## src/rtl/lzss_flag_word_decompressor_top_defines.svh

```systemverilog
// ----------------------------------------------------------------------------
// LZSS decompressor assertion macros
// Concurrent assertion wrappers; defining ASSERT_OFF compiles them away.
// ----------------------------------------------------------------------------
`ifndef LZSS_FLAG_WORD_DECOMPRESSOR_TOP_DEFINES_SVH
`define LZSS_FLAG_WORD_DECOMPRESSOR_TOP_DEFINES_SVH
`ifndef ASSERT_OFF
// Property holds at every clock edge outside reset
`define LZSS_ASSERT(name, clk, rst_n, prop) \
  name: assert property (@(posedge clk) disable iff (!rst_n) (prop)) \
    else $error("lzss assertion failed");
// Consequent holds in the same cycle as the antecedent
`define LZSS_ASSERT_IMPL(name, clk, rst_n, ante, cons) \
  name: assert property (@(posedge clk) disable iff (!rst_n) (ante) |-> (cons)) \
    else $error("lzss implication failed");
`else
`define LZSS_ASSERT(name, clk, rst_n, prop)
`define LZSS_ASSERT_IMPL(name, clk, rst_n, ante, cons)
`endif
`endif

```

## src/rtl/lzss_pkg.sv

```systemverilog
// ----------------------------------------------------------------------------
// LZSS decompressor package
// Shared widths, constants and the structs passed between the submodules.
// ----------------------------------------------------------------------------
package lzss_pkg;

  localparam int unsigned BYTE_W           = 8;
  localparam int unsigned HIST_DEPTH       = 256;
  localparam int unsigned HIST_AW          = $clog2(HIST_DEPTH);
  localparam int unsigned BYTES_PER_RESULT = 4;
  localparam int unsigned OUT_LANES        = 4;
  localparam int unsigned CNT_W            = 3;
  localparam int unsigned SIZE_W           = 32;
  localparam int unsigned FLAG_W           = 16;
  localparam int unsigned FLAG_IDX_W       = 4;
  localparam int unsigned HDR_POS_W        = 3;

  localparam logic [HDR_POS_W-1:0]  HDR_SKIP_BYTES = 3'd4;
  localparam logic [HDR_POS_W-1:0]  SIZE_BYTES     = 3'd4;
  localparam logic [FLAG_IDX_W-1:0] FLAG_LAST_IDX  = 4'd15;

  // Token handed from the parser to the copy engine
  typedef struct packed {
    logic                valid;
    logic                literal;
    logic [BYTE_W-1:0]   data;
    logic [BYTE_W-1:0]   offset;
    logic [BYTE_W-1:0]   length;
    logic [SIZE_W-1:0]   base;
    logic [SIZE_W-1:0]   target;
  } tok_cmd_t;

  // History memory access from the copy engine
  typedef struct packed {
    logic               we;
    logic [HIST_AW-1:0] waddr;
    logic [BYTE_W-1:0]  wdata;
    logic               re;
    logic [HIST_AW-1:0] raddr;
  } hist_req_t;

  // One packed result
  typedef struct packed {
    logic [OUT_LANES-1:0][BYTE_W-1:0] data;
    logic [CNT_W-1:0]                 count;
    logic                             last;
    logic                             done;
  } res_t;

endpackage

```

## src/rtl/lzss_if.sv

```systemverilog
// ----------------------------------------------------------------------------
// LZSS decompressor channel interfaces
// Valid/ready channels for compressed input bytes and packed output results.
// ----------------------------------------------------------------------------
interface lzss_in_if;
  logic                          valid;
  logic                          ready;
  logic [lzss_pkg::BYTE_W-1:0]   in_byte;
  logic                          new_stream;

  modport source (output valid, output in_byte, output new_stream, input ready);
  modport sink   (input valid, input in_byte, input new_stream, output ready);
endinterface

interface lzss_out_if;
  logic                          valid;
  logic                          ready;
  logic [lzss_pkg::BYTE_W-1:0]   data_0;
  logic [lzss_pkg::BYTE_W-1:0]   data_1;
  logic [lzss_pkg::BYTE_W-1:0]   data_2;
  logic [lzss_pkg::BYTE_W-1:0]   data_3;
  logic [lzss_pkg::CNT_W-1:0]    byte_count;
  logic                          run_last;
  logic                          stream_done;

  modport source (output valid, output data_0, output data_1, output data_2,
                  output data_3, output byte_count, output run_last,
                  output stream_done, input ready);
  modport sink   (input valid, input data_0, input data_1, input data_2,
                  input data_3, input byte_count, input run_last,
                  input stream_done, output ready);
endinterface

```

## src/rtl/lzss_flag_word_decompressor_top.sv

```systemverilog
// A literal's byte is written to the history and to lane 0, then moved to the output register
// once that is free; a match's bytes are read from the history one by one, landed in the lanes
// and pushed as a group (a lane group refills only once it has left).
// Header, flag and offset bytes and zero-length matches are taken straight away; a literal or a
// match holds the next byte back until the token's last result has gone to the output register.
// Reset (async, active low) and the start of a stream clear the history at once.
`include "lzss_flag_word_decompressor_top_defines.svh"
// ----------------------------------------------------------------------------
// LZSS flag-word decompressor
// Byte-serial parser, history-memory copy engine and output packing.
// ----------------------------------------------------------------------------
module lzss_flag_word_decompressor_top #(
  parameter int unsigned BytesPerResult = lzss_pkg::BYTES_PER_RESULT
) (
  input  logic        clk_i,
  input  logic        rst_ni,
  lzss_in_if.sink     in_i,
  lzss_out_if.source  out_o
);
  import lzss_pkg::*;

  localparam int unsigned Lanes = (BytesPerResult > OUT_LANES) ? OUT_LANES :
                                  ((BytesPerResult < 1) ? 1 : BytesPerResult);

  tok_cmd_t           cmd;
  hist_req_t          hreq;
  res_t               res;
  logic               res_valid;
  logic               hist_clear;
  logic               eng_idle;
  logic [BYTE_W-1:0]  hist_rdata;

  lzss_parser u_parser (
    .clk_i        (clk_i),
    .rst_ni       (rst_ni),
    .in_valid_i   (in_i.valid),
    .in_ready_o   (in_i.ready),
    .in_byte_i    (in_i.in_byte),
    .new_stream_i (in_i.new_stream),
    .eng_idle_i   (eng_idle),
    .clear_o      (hist_clear),
    .cmd_o        (cmd)
  );

  lzss_hist u_hist (
    .clk_i   (clk_i),
    .rst_ni  (rst_ni),
    .clear_i (hist_clear),
    .req_i   (hreq),
    .rdata_o (hist_rdata)
  );

  lzss_copy #(
    .BytesPerResult (BytesPerResult)
  ) u_copy (
    .clk_i        (clk_i),
    .rst_ni       (rst_ni),
    .clear_i      (hist_clear),
    .cmd_i        (cmd),
    .idle_o       (eng_idle),
    .hist_o       (hreq),
    .hist_rdata_i (hist_rdata),
    .res_valid_o  (res_valid),
    .res_ready_i  (out_o.ready),
    .res_o        (res)
  );

  // Drive the output channel
  assign out_o.valid       = res_valid;
  assign out_o.data_0      = res.data[0];
  assign out_o.data_1      = res.data[1];
  assign out_o.data_2      = res.data[2];
  assign out_o.data_3      = res.data[3];
  assign out_o.byte_count  = res.count;
  assign out_o.run_last    = res.last;
  assign out_o.stream_done = res.done;

  // Tokens reach the copy engine only while it is idle
  `LZSS_ASSERT_IMPL(a_cmd_when_idle, clk_i, rst_ni, cmd.valid, eng_idle)
  // A stream restart never collides with a history write
  `LZSS_ASSERT(a_no_write_on_clear, clk_i, rst_ni, !(hist_clear && hreq.we))
  // Every result carries between one and a full group of bytes
  `LZSS_ASSERT_IMPL(a_count_range, clk_i, rst_ni, out_o.valid, (out_o.byte_count != '0) && (out_o.byte_count <= CNT_W'(Lanes)))

endmodule

```

## src/rtl/lzss_hist.sv

```systemverilog
// ----------------------------------------------------------------------------
// LZSS history memory
// 256-byte window, one write and one registered read per cycle. Per-entry
// valid bits make a cleared or never-written entry read as zero.
// ----------------------------------------------------------------------------
module lzss_hist (
  input  logic                          clk_i,
  input  logic                          rst_ni,
  input  logic                          clear_i,
  input  lzss_pkg::hist_req_t           req_i,
  output logic [lzss_pkg::BYTE_W-1:0]   rdata_o
);
  import lzss_pkg::*;

  logic [BYTE_W-1:0]     mem_q [HIST_DEPTH];
  logic [HIST_DEPTH-1:0] valid_q;
  logic [BYTE_W-1:0]     rdata_q;
  logic                  rvalid_q;

  // Storage array: write and read-before-write
  always_ff @(posedge clk_i) begin
    if (req_i.we) begin
      mem_q[req_i.waddr] <= req_i.wdata;
    end
    if (req_i.re) begin
      rdata_q <= mem_q[req_i.raddr];
    end
  end

  // Track written entries; drop all on stream restart
  always_ff @(posedge clk_i or negedge rst_ni) begin
    if (!rst_ni) begin
      valid_q  <= '0;
      rvalid_q <= 1'b0;
    end else begin
      if (req_i.re) begin
        rvalid_q <= valid_q[req_i.raddr];
      end
      if (clear_i) begin
        valid_q <= '0;
      end else if (req_i.we) begin
        valid_q[req_i.waddr] <= 1'b1;
      end
    end
  end

  assign rdata_o = rvalid_q ? rdata_q : '0;

endmodule

```

## src/rtl/lzss_parser.sv

```systemverilog
// ----------------------------------------------------------------------------
// LZSS stream parser
// Walks the header, size and flag words, and turns each completed token into
// a command for the copy engine. Tracks the produced count and end of stream.
// ----------------------------------------------------------------------------
module lzss_parser (
  input  logic                          clk_i,
  input  logic                          rst_ni,
  input  logic                          in_valid_i,
  output logic                          in_ready_o,
  input  logic [lzss_pkg::BYTE_W-1:0]   in_byte_i,
  input  logic                          new_stream_i,
  input  logic                          eng_idle_i,
  output logic                          clear_o,
  output lzss_pkg::tok_cmd_t            cmd_o
);
  import lzss_pkg::*;

  typedef enum logic [5:0] {
    PH_SKIP   = 6'b000001,
    PH_SIZE   = 6'b000010,
    PH_FLAGS  = 6'b000100,
    PH_TOKEN  = 6'b001000,
    PH_LENGTH = 6'b010000,
    PH_DONE   = 6'b100000
  } phase_e;

  phase_e                phase_q, phase_d, phase_c;
  logic [HDR_POS_W-1:0]  pos_q, pos_d, pos_c, pos_inc;
  logic [SIZE_W-1:0]     target_q, target_d, target_c;
  logic [SIZE_W-1:0]     prod_q, prod_d, prod_c, prod_next;
  logic [SIZE_W:0]       prod_sum;
  logic [FLAG_W-1:0]     flag_q, flag_d, flag_c;
  logic [FLAG_IDX_W-1:0] idx_q, idx_d, idx_c;
  logic [BYTE_W-1:0]     off_q, off_d, off_c;
  logic                  done_q, done_d, done_c;
  logic                  accept;
  logic                  tok_done;
  logic                  tok_lit;
  logic [BYTE_W-1:0]     tok_n;

  assign in_ready_o = eng_idle_i;
  assign accept     = in_valid_i & in_ready_o;
  assign clear_o    = accept & new_stream_i;

  // Start from a clean parse when the transaction opens a new stream
  always_comb begin
    if (clear_o) begin
      phase_c  = PH_SKIP;
      pos_c    = '0;
      target_c = '0;
      prod_c   = '0;
      flag_c   = '0;
      idx_c    = '0;
      off_c    = '0;
      done_c   = 1'b0;
    end else begin
      phase_c  = phase_q;
      pos_c    = pos_q;
      target_c = target_q;
      prod_c   = prod_q;
      flag_c   = flag_q;
      idx_c    = idx_q;
      off_c    = off_q;
      done_c   = done_q;
    end
  end

  assign pos_inc   = pos_c + HDR_POS_W'(1);
  assign prod_sum  = {1'b0, prod_c} + (SIZE_W + 1)'(tok_n);
  assign prod_next = prod_sum[SIZE_W] ? '1 : prod_sum[SIZE_W-1:0];

  // Parse one byte
  always_comb begin
    phase_d  = phase_q;
    pos_d    = pos_q;
    target_d = target_q;
    prod_d   = prod_q;
    flag_d   = flag_q;
    idx_d    = idx_q;
    off_d    = off_q;
    done_d   = done_q;
    tok_done = 1'b0;
    tok_lit  = 1'b0;
    tok_n    = '0;

    if (accept) begin
      phase_d  = phase_c;
      pos_d    = pos_c;
      target_d = target_c;
      prod_d   = prod_c;
      flag_d   = flag_c;
      idx_d    = idx_c;
      off_d    = off_c;
      done_d   = done_c;

      if (!done_c) begin
        case (phase_c)
          PH_SKIP: begin
            pos_d = pos_inc;
            if (pos_inc >= HDR_SKIP_BYTES) begin
              phase_d = PH_SIZE;
              pos_d   = '0;
            end
          end
          PH_SIZE: begin
            if (pos_c == '0) begin
              target_d = '0;
            end
            target_d[{pos_c[1:0], 3'b000} +: BYTE_W] = in_byte_i;
            pos_d = pos_inc;
            if (pos_inc >= SIZE_BYTES) begin
              phase_d = PH_FLAGS;
              pos_d   = '0;
            end
          end
          PH_FLAGS: begin
            if (pos_c == '0) begin
              flag_d = {{(FLAG_W - BYTE_W){1'b0}}, in_byte_i};
              pos_d  = HDR_POS_W'(1);
            end else begin
              flag_d  = {in_byte_i, flag_c[BYTE_W-1:0]};
              pos_d   = '0;
              idx_d   = '0;
              phase_d = PH_TOKEN;
            end
          end
          PH_TOKEN: begin
            if (flag_c[idx_c]) begin
              off_d   = in_byte_i;
              phase_d = PH_LENGTH;
            end else begin
              tok_done = 1'b1;
              tok_lit  = 1'b1;
              tok_n    = BYTE_W'(1);
            end
          end
          PH_LENGTH: begin
            tok_done = 1'b1;
            tok_n    = in_byte_i;
          end
          default: begin
            done_d  = 1'b1;
            phase_d = PH_DONE;
          end
        endcase

        // Close the token: count bytes, advance the flag bit, test the size
        if (tok_done) begin
          prod_d = prod_next;
          if (idx_c >= FLAG_LAST_IDX) begin
            idx_d   = '0;
            phase_d = PH_FLAGS;
            pos_d   = '0;
          end else begin
            idx_d   = idx_c + FLAG_IDX_W'(1);
            phase_d = PH_TOKEN;
          end
          if (prod_next >= target_c) begin
            done_d  = 1'b1;
            phase_d = PH_DONE;
          end
        end
      end
    end
  end

  // Command to the copy engine
  always_comb begin
    cmd_o.valid   = tok_done;
    cmd_o.literal = tok_lit;
    cmd_o.data    = in_byte_i;
    cmd_o.offset  = off_c;
    cmd_o.length  = tok_n;
    cmd_o.base    = prod_c;
    cmd_o.target  = target_c;
  end

  always_ff @(posedge clk_i or negedge rst_ni) begin
    if (!rst_ni) begin
      phase_q  <= PH_SKIP;
      pos_q    <= '0;
      target_q <= '0;
      prod_q   <= '0;
      flag_q   <= '0;
      idx_q    <= '0;
      off_q    <= '0;
      done_q   <= 1'b0;
    end else begin
      phase_q  <= phase_d;
      pos_q    <= pos_d;
      target_q <= target_d;
      prod_q   <= prod_d;
      flag_q   <= flag_d;
      idx_q    <= idx_d;
      off_q    <= off_d;
      done_q   <= done_d;
    end
  end

endmodule

```

## src/rtl/lzss_copy.sv

```systemverilog
// ----------------------------------------------------------------------------
// LZSS copy engine
// Writes literals, replays matches byte by byte through the history memory,
// packs bytes into lanes and holds the output register.
// ----------------------------------------------------------------------------
module lzss_copy #(
  parameter int unsigned BytesPerResult = lzss_pkg::BYTES_PER_RESULT
) (
  input  logic                          clk_i,
  input  logic                          rst_ni,
  input  logic                          clear_i,
  input  lzss_pkg::tok_cmd_t            cmd_i,
  output logic                          idle_o,
  output lzss_pkg::hist_req_t           hist_o,
  input  logic [lzss_pkg::BYTE_W-1:0]   hist_rdata_i,
  output logic                          res_valid_o,
  input  logic                          res_ready_i,
  output lzss_pkg::res_t                res_o
);
  import lzss_pkg::*;

  localparam int unsigned Lanes   = (BytesPerResult > OUT_LANES) ? OUT_LANES :
                                    ((BytesPerResult < 1) ? 1 : BytesPerResult);
  localparam int unsigned LaneW   = $clog2(Lanes + 1);
  localparam int unsigned LaneIdxW = (Lanes > 1) ? $clog2(Lanes) : 1;
  localparam logic [LaneW:0] LanesC = (LaneW + 1)'(Lanes);

  typedef enum logic [1:0] {
    ST_IDLE = 2'b01,
    ST_COPY = 2'b10
  } state_e;

  state_e             state_q, state_d;
  logic [HIST_AW-1:0] wp_q, wp_d;
  logic [BYTE_W-1:0]  last_q, last_d;
  logic [BYTE_W-1:0]  off_q, off_d;
  logic [BYTE_W-1:0]  remain_q, remain_d;
  logic               pend_q, pend_d;
  logic [BYTE_W-1:0]  lane_q [Lanes];
  logic [BYTE_W-1:0]  lane_d [Lanes];
  logic [LaneW-1:0]   lane_cnt_q, lane_cnt_d;
  logic [SIZE_W-1:0]  run_q, run_d;
  logic [SIZE_W-1:0]  target_q, target_d;
  res_t               res_q, res_d;
  logic               res_valid_q, res_valid_d;

  logic                             out_free;
  logic                             push;
  logic                             issue;
  logic [BYTE_W-1:0]                land_byte;
  logic [OUT_LANES-1:0][BYTE_W-1:0] push_data;

  assign idle_o      = (state_q == ST_IDLE);
  assign res_valid_o = res_valid_q;
  assign res_o       = res_q;
  assign out_free    = !res_valid_q || res_ready_i;

  // Offset zero gives zeros, offset one repeats the last byte written
  assign land_byte = (off_q == '0)          ? '0     :
                     (off_q == BYTE_W'(1))  ? last_q : hist_rdata_i;

  // Ship a lane group once it is full or the token has run out
  assign push  = (state_q == ST_COPY) && !pend_q && (lane_cnt_q != '0) &&
                 ((lane_cnt_q == LaneW'(Lanes)) || (remain_q == '0)) && out_free;
  assign issue = (state_q == ST_COPY) && (remain_q != '0) &&
                 (push || (({1'b0, lane_cnt_q} + (LaneW + 1)'(pend_q)) < LanesC));

  // Mask lanes past the byte count
  always_comb begin
    push_data = '0;
    for (int k = 0; k < Lanes; k++) begin
      if (LaneW'(k) < lane_cnt_q) begin
        push_data[k] = lane_q[k];
      end
    end
  end

  always_comb begin
    state_d     = state_q;
    wp_d        = wp_q;
    last_d      = last_q;
    off_d       = off_q;
    remain_d    = remain_q;
    pend_d      = 1'b0;
    lane_d      = lane_q;
    lane_cnt_d  = lane_cnt_q;
    run_d       = run_q;
    target_d    = target_q;
    res_d       = res_q;
    res_valid_d = res_valid_q;
    hist_o      = '0;

    // Release the output register when taken
    if (res_valid_q && res_ready_i) begin
      res_valid_d = 1'b0;
    end

    if (clear_i) begin
      wp_d   = '0;
      last_d = '0;
    end

    case (state_q)
      ST_IDLE: begin
        if (cmd_i.valid) begin
          target_d = cmd_i.target;
          if (cmd_i.literal) begin
            hist_o.we    = 1'b1;
            hist_o.waddr = wp_q;
            hist_o.wdata = cmd_i.data;
            wp_d         = wp_q + HIST_AW'(1);
            last_d       = cmd_i.data;
            lane_d[0]    = cmd_i.data;
            lane_cnt_d   = LaneW'(1);
            remain_d     = '0;
            run_d        = (cmd_i.base == '1) ? cmd_i.base : cmd_i.base + SIZE_W'(1);
            state_d      = ST_COPY;
          end else if (cmd_i.length != '0) begin
            off_d      = cmd_i.offset;
            remain_d   = cmd_i.length;
            lane_cnt_d = '0;
            run_d      = cmd_i.base;
            state_d    = ST_COPY;
          end
        end
      end
      ST_COPY: begin
        // Land the byte read last cycle
        if (pend_q) begin
          hist_o.we    = 1'b1;
          hist_o.waddr = wp_q;
          hist_o.wdata = land_byte;
          wp_d         = wp_q + HIST_AW'(1);
          last_d       = land_byte;
          lane_d[lane_cnt_q[LaneIdxW-1:0]] = land_byte;
          lane_cnt_d   = lane_cnt_q + LaneW'(1);
          run_d        = (run_q == '1) ? run_q : run_q + SIZE_W'(1);
        end
        // Read the source of the next byte
        if (issue) begin
          hist_o.re    = 1'b1;
          hist_o.raddr = wp_q + HIST_AW'(pend_q) - off_q;
          remain_d     = remain_q - BYTE_W'(1);
          pend_d       = 1'b1;
        end
        // Move the lane group to the output register
        if (push) begin
          res_d.data  = push_data;
          res_d.count = CNT_W'(lane_cnt_q);
          res_d.last  = (remain_q == '0);
          res_d.done  = (run_q >= target_q);
          res_valid_d = 1'b1;
          lane_cnt_d  = '0;
          if (remain_q == '0) begin
            state_d = ST_IDLE;
          end
        end
      end
      default: begin
        state_d = ST_IDLE;
      end
    endcase
  end

  // Control state
  always_ff @(posedge clk_i or negedge rst_ni) begin
    if (!rst_ni) begin
      state_q     <= ST_IDLE;
      wp_q        <= '0;
      last_q      <= '0;
      remain_q    <= '0;
      pend_q      <= 1'b0;
      lane_cnt_q  <= '0;
      res_valid_q <= 1'b0;
    end else begin
      state_q     <= state_d;
      wp_q        <= wp_d;
      last_q      <= last_d;
      remain_q    <= remain_d;
      pend_q      <= pend_d;
      lane_cnt_q  <= lane_cnt_d;
      res_valid_q <= res_valid_d;
    end
  end

  // Payload
  always_ff @(posedge clk_i) begin
    off_q    <= off_d;
    lane_q   <= lane_d;
    run_q    <= run_d;
    target_q <= target_d;
    res_q    <= res_d;
  end

endmodule

```

## src/flat_wrapper.sv

```systemverilog
// flat-port wrapper written by rule: the top's interface ports become plain ports
module lzss_flag_word_decompressor_top_flat import lzss_pkg::*;
#(
  parameter int unsigned BytesPerResult = lzss_pkg::BYTES_PER_RESULT
)
  (clk_i, rst_ni, in_i_valid, in_i_in_byte, in_i_new_stream, in_i_ready, out_o_valid, out_o_data_0, out_o_data_1, out_o_data_2, out_o_data_3, out_o_byte_count, out_o_run_last, out_o_stream_done, out_o_ready);
  lzss_in_if in_i_i ();
  lzss_out_if out_o_i ();
  input  logic clk_i;
  input  logic rst_ni;
  input wire logic [$bits(in_i_i.valid)-1:0] in_i_valid;
  input wire logic [$bits(in_i_i.in_byte)-1:0] in_i_in_byte;
  input wire logic [$bits(in_i_i.new_stream)-1:0] in_i_new_stream;
  output wire logic [$bits(in_i_i.ready)-1:0] in_i_ready;
  output wire logic [$bits(out_o_i.valid)-1:0] out_o_valid;
  output wire logic [$bits(out_o_i.data_0)-1:0] out_o_data_0;
  output wire logic [$bits(out_o_i.data_1)-1:0] out_o_data_1;
  output wire logic [$bits(out_o_i.data_2)-1:0] out_o_data_2;
  output wire logic [$bits(out_o_i.data_3)-1:0] out_o_data_3;
  output wire logic [$bits(out_o_i.byte_count)-1:0] out_o_byte_count;
  output wire logic [$bits(out_o_i.run_last)-1:0] out_o_run_last;
  output wire logic [$bits(out_o_i.stream_done)-1:0] out_o_stream_done;
  input wire logic [$bits(out_o_i.ready)-1:0] out_o_ready;
  assign in_i_i.valid = in_i_valid;
  assign in_i_i.in_byte = in_i_in_byte;
  assign in_i_i.new_stream = in_i_new_stream;
  assign in_i_ready = in_i_i.ready;
  assign out_o_valid = out_o_i.valid;
  assign out_o_data_0 = out_o_i.data_0;
  assign out_o_data_1 = out_o_i.data_1;
  assign out_o_data_2 = out_o_i.data_2;
  assign out_o_data_3 = out_o_i.data_3;
  assign out_o_byte_count = out_o_i.byte_count;
  assign out_o_run_last = out_o_i.run_last;
  assign out_o_stream_done = out_o_i.stream_done;
  assign out_o_i.ready = out_o_ready;
  lzss_flag_word_decompressor_top #(.BytesPerResult(BytesPerResult)) u_core (.clk_i(clk_i), .rst_ni(rst_ni), .in_i(in_i_i), .out_o(out_o_i));
endmodule
```

## config.mk

```make
export PLATFORM = sky130hd
export DESIGN_NAME = lzss_flag_word_decompressor_top_flat
export DESIGN_NICKNAME = d
export VERILOG_FILES = /design/src/rtl/lzss_pkg.sv /design/src/rtl/lzss_if.sv /design/src/rtl/lzss_flag_word_decompressor_top.sv /design/src/rtl/lzss_hist.sv /design/src/rtl/lzss_parser.sv /design/src/rtl/lzss_copy.sv /design/src/flat_wrapper.sv
export VERILOG_INCLUDE_DIRS = /design/src /design/src/rtl
export SDC_FILE = /design/constraint.sdc
export NUM_CORES = 2
export LEC_CHECK = 0
export ABC_CLOCK_PERIOD_IN_PS = 13290
export BUFFER_PORTS_ARGS = -buffer_cell sky130_fd_sc_hd__clkbuf_2
export CAP_MARGIN = 20
export CORE_MARGIN = 1
export CORE_UTILIZATION = 35
export CTS_CLUSTER_SIZE = 24
export DETAILED_ROUTE_END_ITERATION = 8
export HOLD_SLACK_MARGIN = 0.05
export PLACE_DENSITY_LB_ADDON = 0.15
export REMOVE_ABC_BUFFERS = 1
export SKIP_CTS_REPAIR_TIMING = 1
export SYNTH_ARGS = -nofsm -noshare
export SYNTH_HDL_FRONTEND = slang
export SYNTH_SLANG_ARGS = --single-unit
```

## constraint.sdc

```tcl
create_clock -name clk_i -period 13.29 [get_ports clk_i]
set_input_delay 1.329 -clock clk_i [delete_from_list [all_inputs] [get_ports clk_i]]
set_output_delay 1.329 -clock clk_i [all_outputs]
set_load 0.01 [all_outputs]
```

# Word-level counts from Yosys, hierarchy flattened
# Memories as Yosys holds them, arrays and structs flattened. A register that Yosys moved wholly into a read port is not among the register bits.
# Index checks and enable logic that the tools add are counted.
# W data, S select, Z words.
totals:
  input_bits: 13
  elab_cells: 245
  regBits: 531
  mem_bits_rw: 2048
  n_memories: 1
classes:
  eq_ne: 20
  n_reduce_logical: 33
  addsub: 12
  shifts: 2
  bitwise_logic: 5
  mux: 126
  magnitude_cmp: 15
memory_table:
  columns: ["name", "words", "word_bits", "read_ports", "rd_ports_with_merged_regs", "wr", "line", "text"]
  rows:
  - ["u_core.u_hist.mem_q", 256, 8, 1, 1, 1, "lzss_hist.sv:15", "logic [BYTE_W-1:0] mem_q [HIST_DEPTH];"]
ops:
  columns: ["cell", "count"]
  rows:
  - ["$mux W32", 18]
  - ["$mux W256", 2]
  - ["$or A256 B256 Y256", 1]
  - ["$mux W8", 24]
  - ["$pmux W8 S2", 5]
  - ["$add A32 B1 Y32 const B", 2]
  - ["$bwmux W32", 2]
  - ["$eq A32 B32 Y1 const B", 2]
  - ["$ge A32 B32 Y1", 2]
  - ["$mux W16", 4]
  - ["$pmux W32 S2", 1]
  - ["$mux W17", 3]
  - ["$mux W6", 8]
  - ["$pmux W17 S2", 1]
  - ["$add A32 B8 Y33", 1]
  - ["$shift A8 B7 Y32 const A", 1]
  - ["$shiftx A8 B7 Y32", 1]
  - ["$mux W3", 10]
  - ["$pmux W6 S5", 1]
  - ["$mux W4", 7]
  - ["$mux W1", 25]
  - ["$reduce_and A4 Y1", 5]
  - ["$lt A8 B9 Y1 const B", 2]
  - ["$mux W9", 2]
  - ["52 further kinds", 83]

# Depth between registers and ports, before layout
depth:
  depth_word: 21
  depth_mapped: 33

# Hierarchy
# Synthesis repeated with hierarchy kept, for this count alone.
hier_totals:
  hier_cells: 6157
  hier_area_um2: 105501.2
modules_own_cells:
  columns: ["module", "instances", "cells_per_inst", "area_each_um2"]
  rows:
  - ["lzss_hist", 1, 4540, 89199.3]
  - ["lzss_copy", 1, 857, 9456.6]
  - ["lzss_parser", 1, 760, 6845.3]

# Worst setup path after synthesis
# Ideal clock, no wire load.
synth_timing:
  path_type: "input to register"
  from: "input in_i_new_stream"
  to: "memory u_core.u_hist.mem_q[0][1], data pin"
  setup_slack_ns: 2.842
  required_ns: 11.892
  arrival_time_ns: 9.050
  path_stages: 8
  path_cell_list: "a31o_1 > or4_4 > or3_1 > a31oi_2 > buf_4 > clkbuf_1 > a22oi_1 > nor2_1"
synth_lines:
  columns: ["element", "line", "text"]
  rows:
  - ["start: declaration", "flat_wrapper.sv:13", "input wire logic [$bits(in_i_i.new_stream)-1:0] in_i_new_stream;"]
  - ["end: declaration", "lzss_hist.sv:15", null]

# Worst setup path in the final report
layout_timing:
  from: "register u_core.u_copy.state_q[0]"
  to: "register u_core.u_parser.done_q"
layout_between:
  elab_chain_cells: 16
layout_rtl:
  columns: ["element", "line", "text"]
  rows:
  - ["start: declaration", "lzss_copy.sv:33", "state_e state_q, state_d;"]
  - ["start signal: assignment", "lzss_copy.sv:176", "state_q <= state_d;"]
  - ["$eq A2 B1 Y1 (*)", "lzss_copy.sv:53", "assign idle_o = (state_q == ST_IDLE);"]
  - ["$and A1 B1 Y1 (*)", "lzss_parser.sv:43", "assign accept = in_valid_i & in_ready_o;"]
  - ["$and A1 B1 Y1", "lzss_parser.sv:44", "assign clear_o = accept & new_stream_i;"]
  - ["$mux W16 or $mux W4 (tied branches)", "lzss_parser.sv:48", "if (clear_o) begin"]
  - ["$bmux W1 S4", "lzss_parser.sv:129", "if (flag_c[idx_c]) begin"]
  - ["$mux W1 (not written as such)", "lzss_parser.sv:129", null]
  - ["$mux W1", "lzss_parser.sv:129", null]
  - ["$pmux W8 S2", "lzss_parser.sv:98", "case (phase_c)"]
  - ["$mux W8", "lzss_parser.sv:97", "if (!done_c) begin"]
  - ["$mux W8", "lzss_parser.sv:87", "if (accept) begin"]
  - ["$add A32 B8 Y33", "lzss_parser.sv:70", "assign prod_sum = {1'b0, prod_c} + (SIZE_W + 1)'(tok_n);"]
  - ["$mux W32", "lzss_parser.sv:71", "assign prod_next = prod_sum[SIZE_W] ? '1 : prod_sum[SIZE_W-1:0];"]
  - ["$ge A32 B32 Y1", "lzss_parser.sv:159", "if (prod_next >= target_c) begin"]
  - ["$mux W1", "lzss_parser.sv:159", null]
  - ["$mux W1", "lzss_parser.sv:149", "if (tok_done) begin"]
  - ["$mux W1", "lzss_parser.sv:97", null]
  - ["end signal: assignment", "lzss_parser.sv:197", "done_q <= done_d;"]
  - ["end: declaration", "lzss_parser.sv:36", "logic done_q, done_d, done_c;"]
# Mark *: on every way between the ends. The rest lies on a longest branch, timed or not. The select of a mux whose other input is x is not followed.
# A chain may end at the register's enable or synchronous reset.

==> summary.md <==
| Metric | Value |
|---|---|
| Cts bufs inserted | `291` |
| Pin count of the biggest net entering global routing | `191` |
| FF/Latch Area | `approximately 76000 um2` |
| Die width | `559 um` |
| # rows | `just over 200` |
| Drc violations | `54` |
| Share of total power in sequential cells | `43.6%` |
| Yosys reg bits | `2587` |
| Setup TNS | `0 ns` |
| Comb power frac | `between 10% and 20%` |
| Fillers | `29000` |
| Int Power | `14.4 mW` |
| P per Cell Area | `around 170 nW/um2` |
| Vias | `75300` |
| Post-synthesis sequential area ratio | `69.7%` |
| Leak pwr | `40.2 nW` |
| Worst Hold Class | `in -> async` |
| Crit path DAT | `8.84 ns` |
| DRT Pass-1 Iters | `9` |
| Worst vdd ir | `~0.14 mV` |
| 1st-iter DRT viols | `9399` |
| Worst r2r src | `u_core.u_copy.state_q[0]` |
| Syn Area/Cell | `roughly 13 um2` |
| Wire per inst | `32.2 um` |
| Worst-path clk slew | `approximately 0.06 ns` |
| I/O Buffers | `51` |
| CP Capture Type | `flip-flop` |
| CTS root buf | `clkbuf_16` |
| Top delay family on crit path | `compound AO/OA/AOI/OAI gates` |
| CP startpoint kind | `flip-flop` |
| Total chip power | `slightly above 20 mW` |
| FMAX | `approximately 0.12 GHz` |
| Num Clock Sinks | `between 2000 and 3000` |
| Bufs on Longest Clock Path | `4` |
| GPL Wtd Cong | `0.901` |
| Area of the multi-input gates | `~30000 um2` |
| Buffer and inverter count on the worst path | `2` |
| Power share of the clock group | `38.1%` |
| Async SR Flop Fraction | `around 15%` |
| R2R Path End | `u_core.u_parser.done_q` |
| Status | `finished, violations left` |
| Post-synth EDFFs | `~2200` |
| CP max stage cell | `a2111oi_0` |
| Clock latency on the worst-skew pair | `0.96 ns` |
| Final wirelength | `411 mm` |
| Clock period minus worst slack | `approximately 8.1 ns` |
| Hold Slack | `0.366 ns` |
| Final nets | `8537` |
| Actual slew at the worst max-slew pin | `roughly 1.2 ns` |
| Crit Path Category | `reg -> reg` |
| RSZ-0062 raised after global routing | `false` |
| R2R Setup Slk | `5.17 ns` |
| P&R area growth vs syn | `14.1%` |
| Max-cap violations | `0` |
| Vias in the first global route | `71700` |
| Die Y | `roughly 560 um` |
| Total track usage | `25.6%` |
| Final Hold Fails | `0` |
| Top_reg_cell synth | `edfxtp_1` |
| Slew Viols, Final | `0` |
| Total core area | `around 310000 um2` |
| Antenna viol nets, final | `0` |
| Final setup violation count | `0` |
| Switching share of total power | `30.7%` |
| YS warnings | `0` |
| TritonCTS clock tree | `built` |
| Vias/cell | `5.89` |
| Gate Count Post-Synth | `roughly 8300` |
| Unique masters post-synth | `100` |
| R2R cell count | `30` |
| Layout Skew | `0.0932 ns` |
| HPWL Detailed | `252 mm` |
| First-pass GRT wire length | `575 mm` |
| Failing checks | `design-rule violations` |
| Initial antenna violation count | `23` |
| Switch Pwr | `6.37 mW` |
| Initial Util | `35.2%` |
| Htree depth | `5` |
| Synthesized cell area | `approximately 110000 um2` |
| Top Ports | `52` |
| Share of post-route cells with drive strength above 1 | `between 10% and 20%` |
| Fin crit share | `61.1%` |
| Die ar. | `between 300000 and 400000 um2` |
| CP required | `14.02 ns` |
| Slew HR | `17.3%` |
| Worst path max stage delay | `approximately 0.7 ns` |
| Largest fanout on the critical path | `21` |
| Grt ovf | `0` |
## cell usage after synthesis, types with 108 or more instances
library cell  count  area, um2
a31oi_1         140        876
mux2i_1         204       2040
o22ai_1         241       1510
o221ai_1        161       1410
o21ai_0         312       1560
inv_1           108        405
edfxtp_1       2197      66000
nor2_1          619       2320
a211oi_1        203       1520
clkbuf_1        303       1140
o21a_1          179       1340
nor3_1          181        906
a21oi_1         263       1320
and3_1          172       1080
nand3_1         372       1860
dfrtp_1         388       9710
buf_2           224       1120
nand2_1        1033       3880
## cell usage in the layout (no fill, tap or decap), types with 73 or more instances in the layout
master,instances
a211oi_1,201
a21oi_1,263
a22o_1,82
a31oi_1,140
and3_1,171
buf_4,282
clkbuf_1,89
clkbuf_16,295
dfrtp_1,388
edfxtp_1,2197
ha_1,102
inv_1,107
mux2i_1,202
nand2_1,1028
nand3_1,368
nor2_1,599
nor3_1,164
o211ai_1,73
o21a_1,179
o21ai_0,310
o221ai_1,161
o22ai_1,241
## layout make-up
type	instances	share of cell area (%)
clock inverter	122	0.964
clock buffer	405	6.45
antenna	13	0.0262
timing repair buffer	382	2.51
sequential	2587	61.0
tap	4120	4.16
inverter	111	0.340
multi-input combinational	5045	24.5
## how the worst max path moves through the flow
| stage | start | end | cells past startpoint |
|---|---|---|---|
| after floorplan | u_core.u_copy.off_q[0] | u_core.u_hist.rdata_q[2] | 13 |
| after global placement | in_i_new_stream | u_core.u_parser.done_q | 29 |
| after detailed placement | in_i_new_stream | u_core.u_parser.done_q | 29 |
| after CTS | u_core.u_copy.state_q[0] | u_core.u_parser.done_q | 30 |
| after global routing | u_core.u_copy.state_q[0] | u_core.u_parser.done_q | 24 |
| final | u_core.u_copy.state_q[0] | u_core.u_parser.done_q | 30 |
## layer usage
layer | share of wire (%) | global-route usage [%]
met5 | 0.025 | 0
met4 | 4.1 | 9.73
met3 | 8.4 | 4.94
met2 | 45 | 39.3
met1 | 43 | 35.9
## per-stage QoR
stage	setup WS (ns)	util, %	cells	instance area, um2
2_1_floorplan	-42.54	-	7743	106000
3_3_place_gp	4.54	37.0	12200	114000
3_5_place_dp	4.78	37.1	12200	115000
4_1_cts	5.30	40.1	12800	124000
5_1_grt	4.72	40.2	12800	124000
6_report	5.17	40.2	12800	124000
## cells by family after synthesis
family / share of synthesized area (%)
AO/OA/AOI/OAI: 12.3
XOR/XNOR: 0.757
adder cells (fa/ha/maj): 1.23
buffers and inverters: 2.76
flip-flops: 69.7
multiplexers: 2.28
AND/OR/NAND/NOR: 11.0
## sequential cells by signal (all words and copies together), names as in the netlist, 4 cells and up
register	flops
u_core.u_parser.idx_q	4
u_core.u_copy.off_q	8
u_core.u_hist.valid_q	256
u_core.u_parser.prod_q	32
u_core.u_copy.target_q	32
u_core.u_copy.lane_q	32
u_core.u_parser.phase_q	6
u_core.u_copy.remain_q	8
u_core.u_copy.run_q	32
u_core.u_parser.target_q	32
u_core.u_hist.rdata_q	8
u_core.u_parser.flag_q	16
u_core.u_parser.off_q	8
u_core.u_copy.res_o	37
u_core.u_copy.last_q	8
u_core.u_hist.mem_q	2048
u_core.u_copy.wp_q	8
## power by group through the flow
stage	clock [mW]	sequential (mW)	combinational [mW]
detailed placement	0	9.21	3.72
global route	8.31	9.06	3.96
CTS	8.02	9.04	3.73
global placement	0	9.20	3.70
finish	7.91	9.04	3.79
floorplan	0	9.17	2.14
Power figures use the tool's default switching activity.
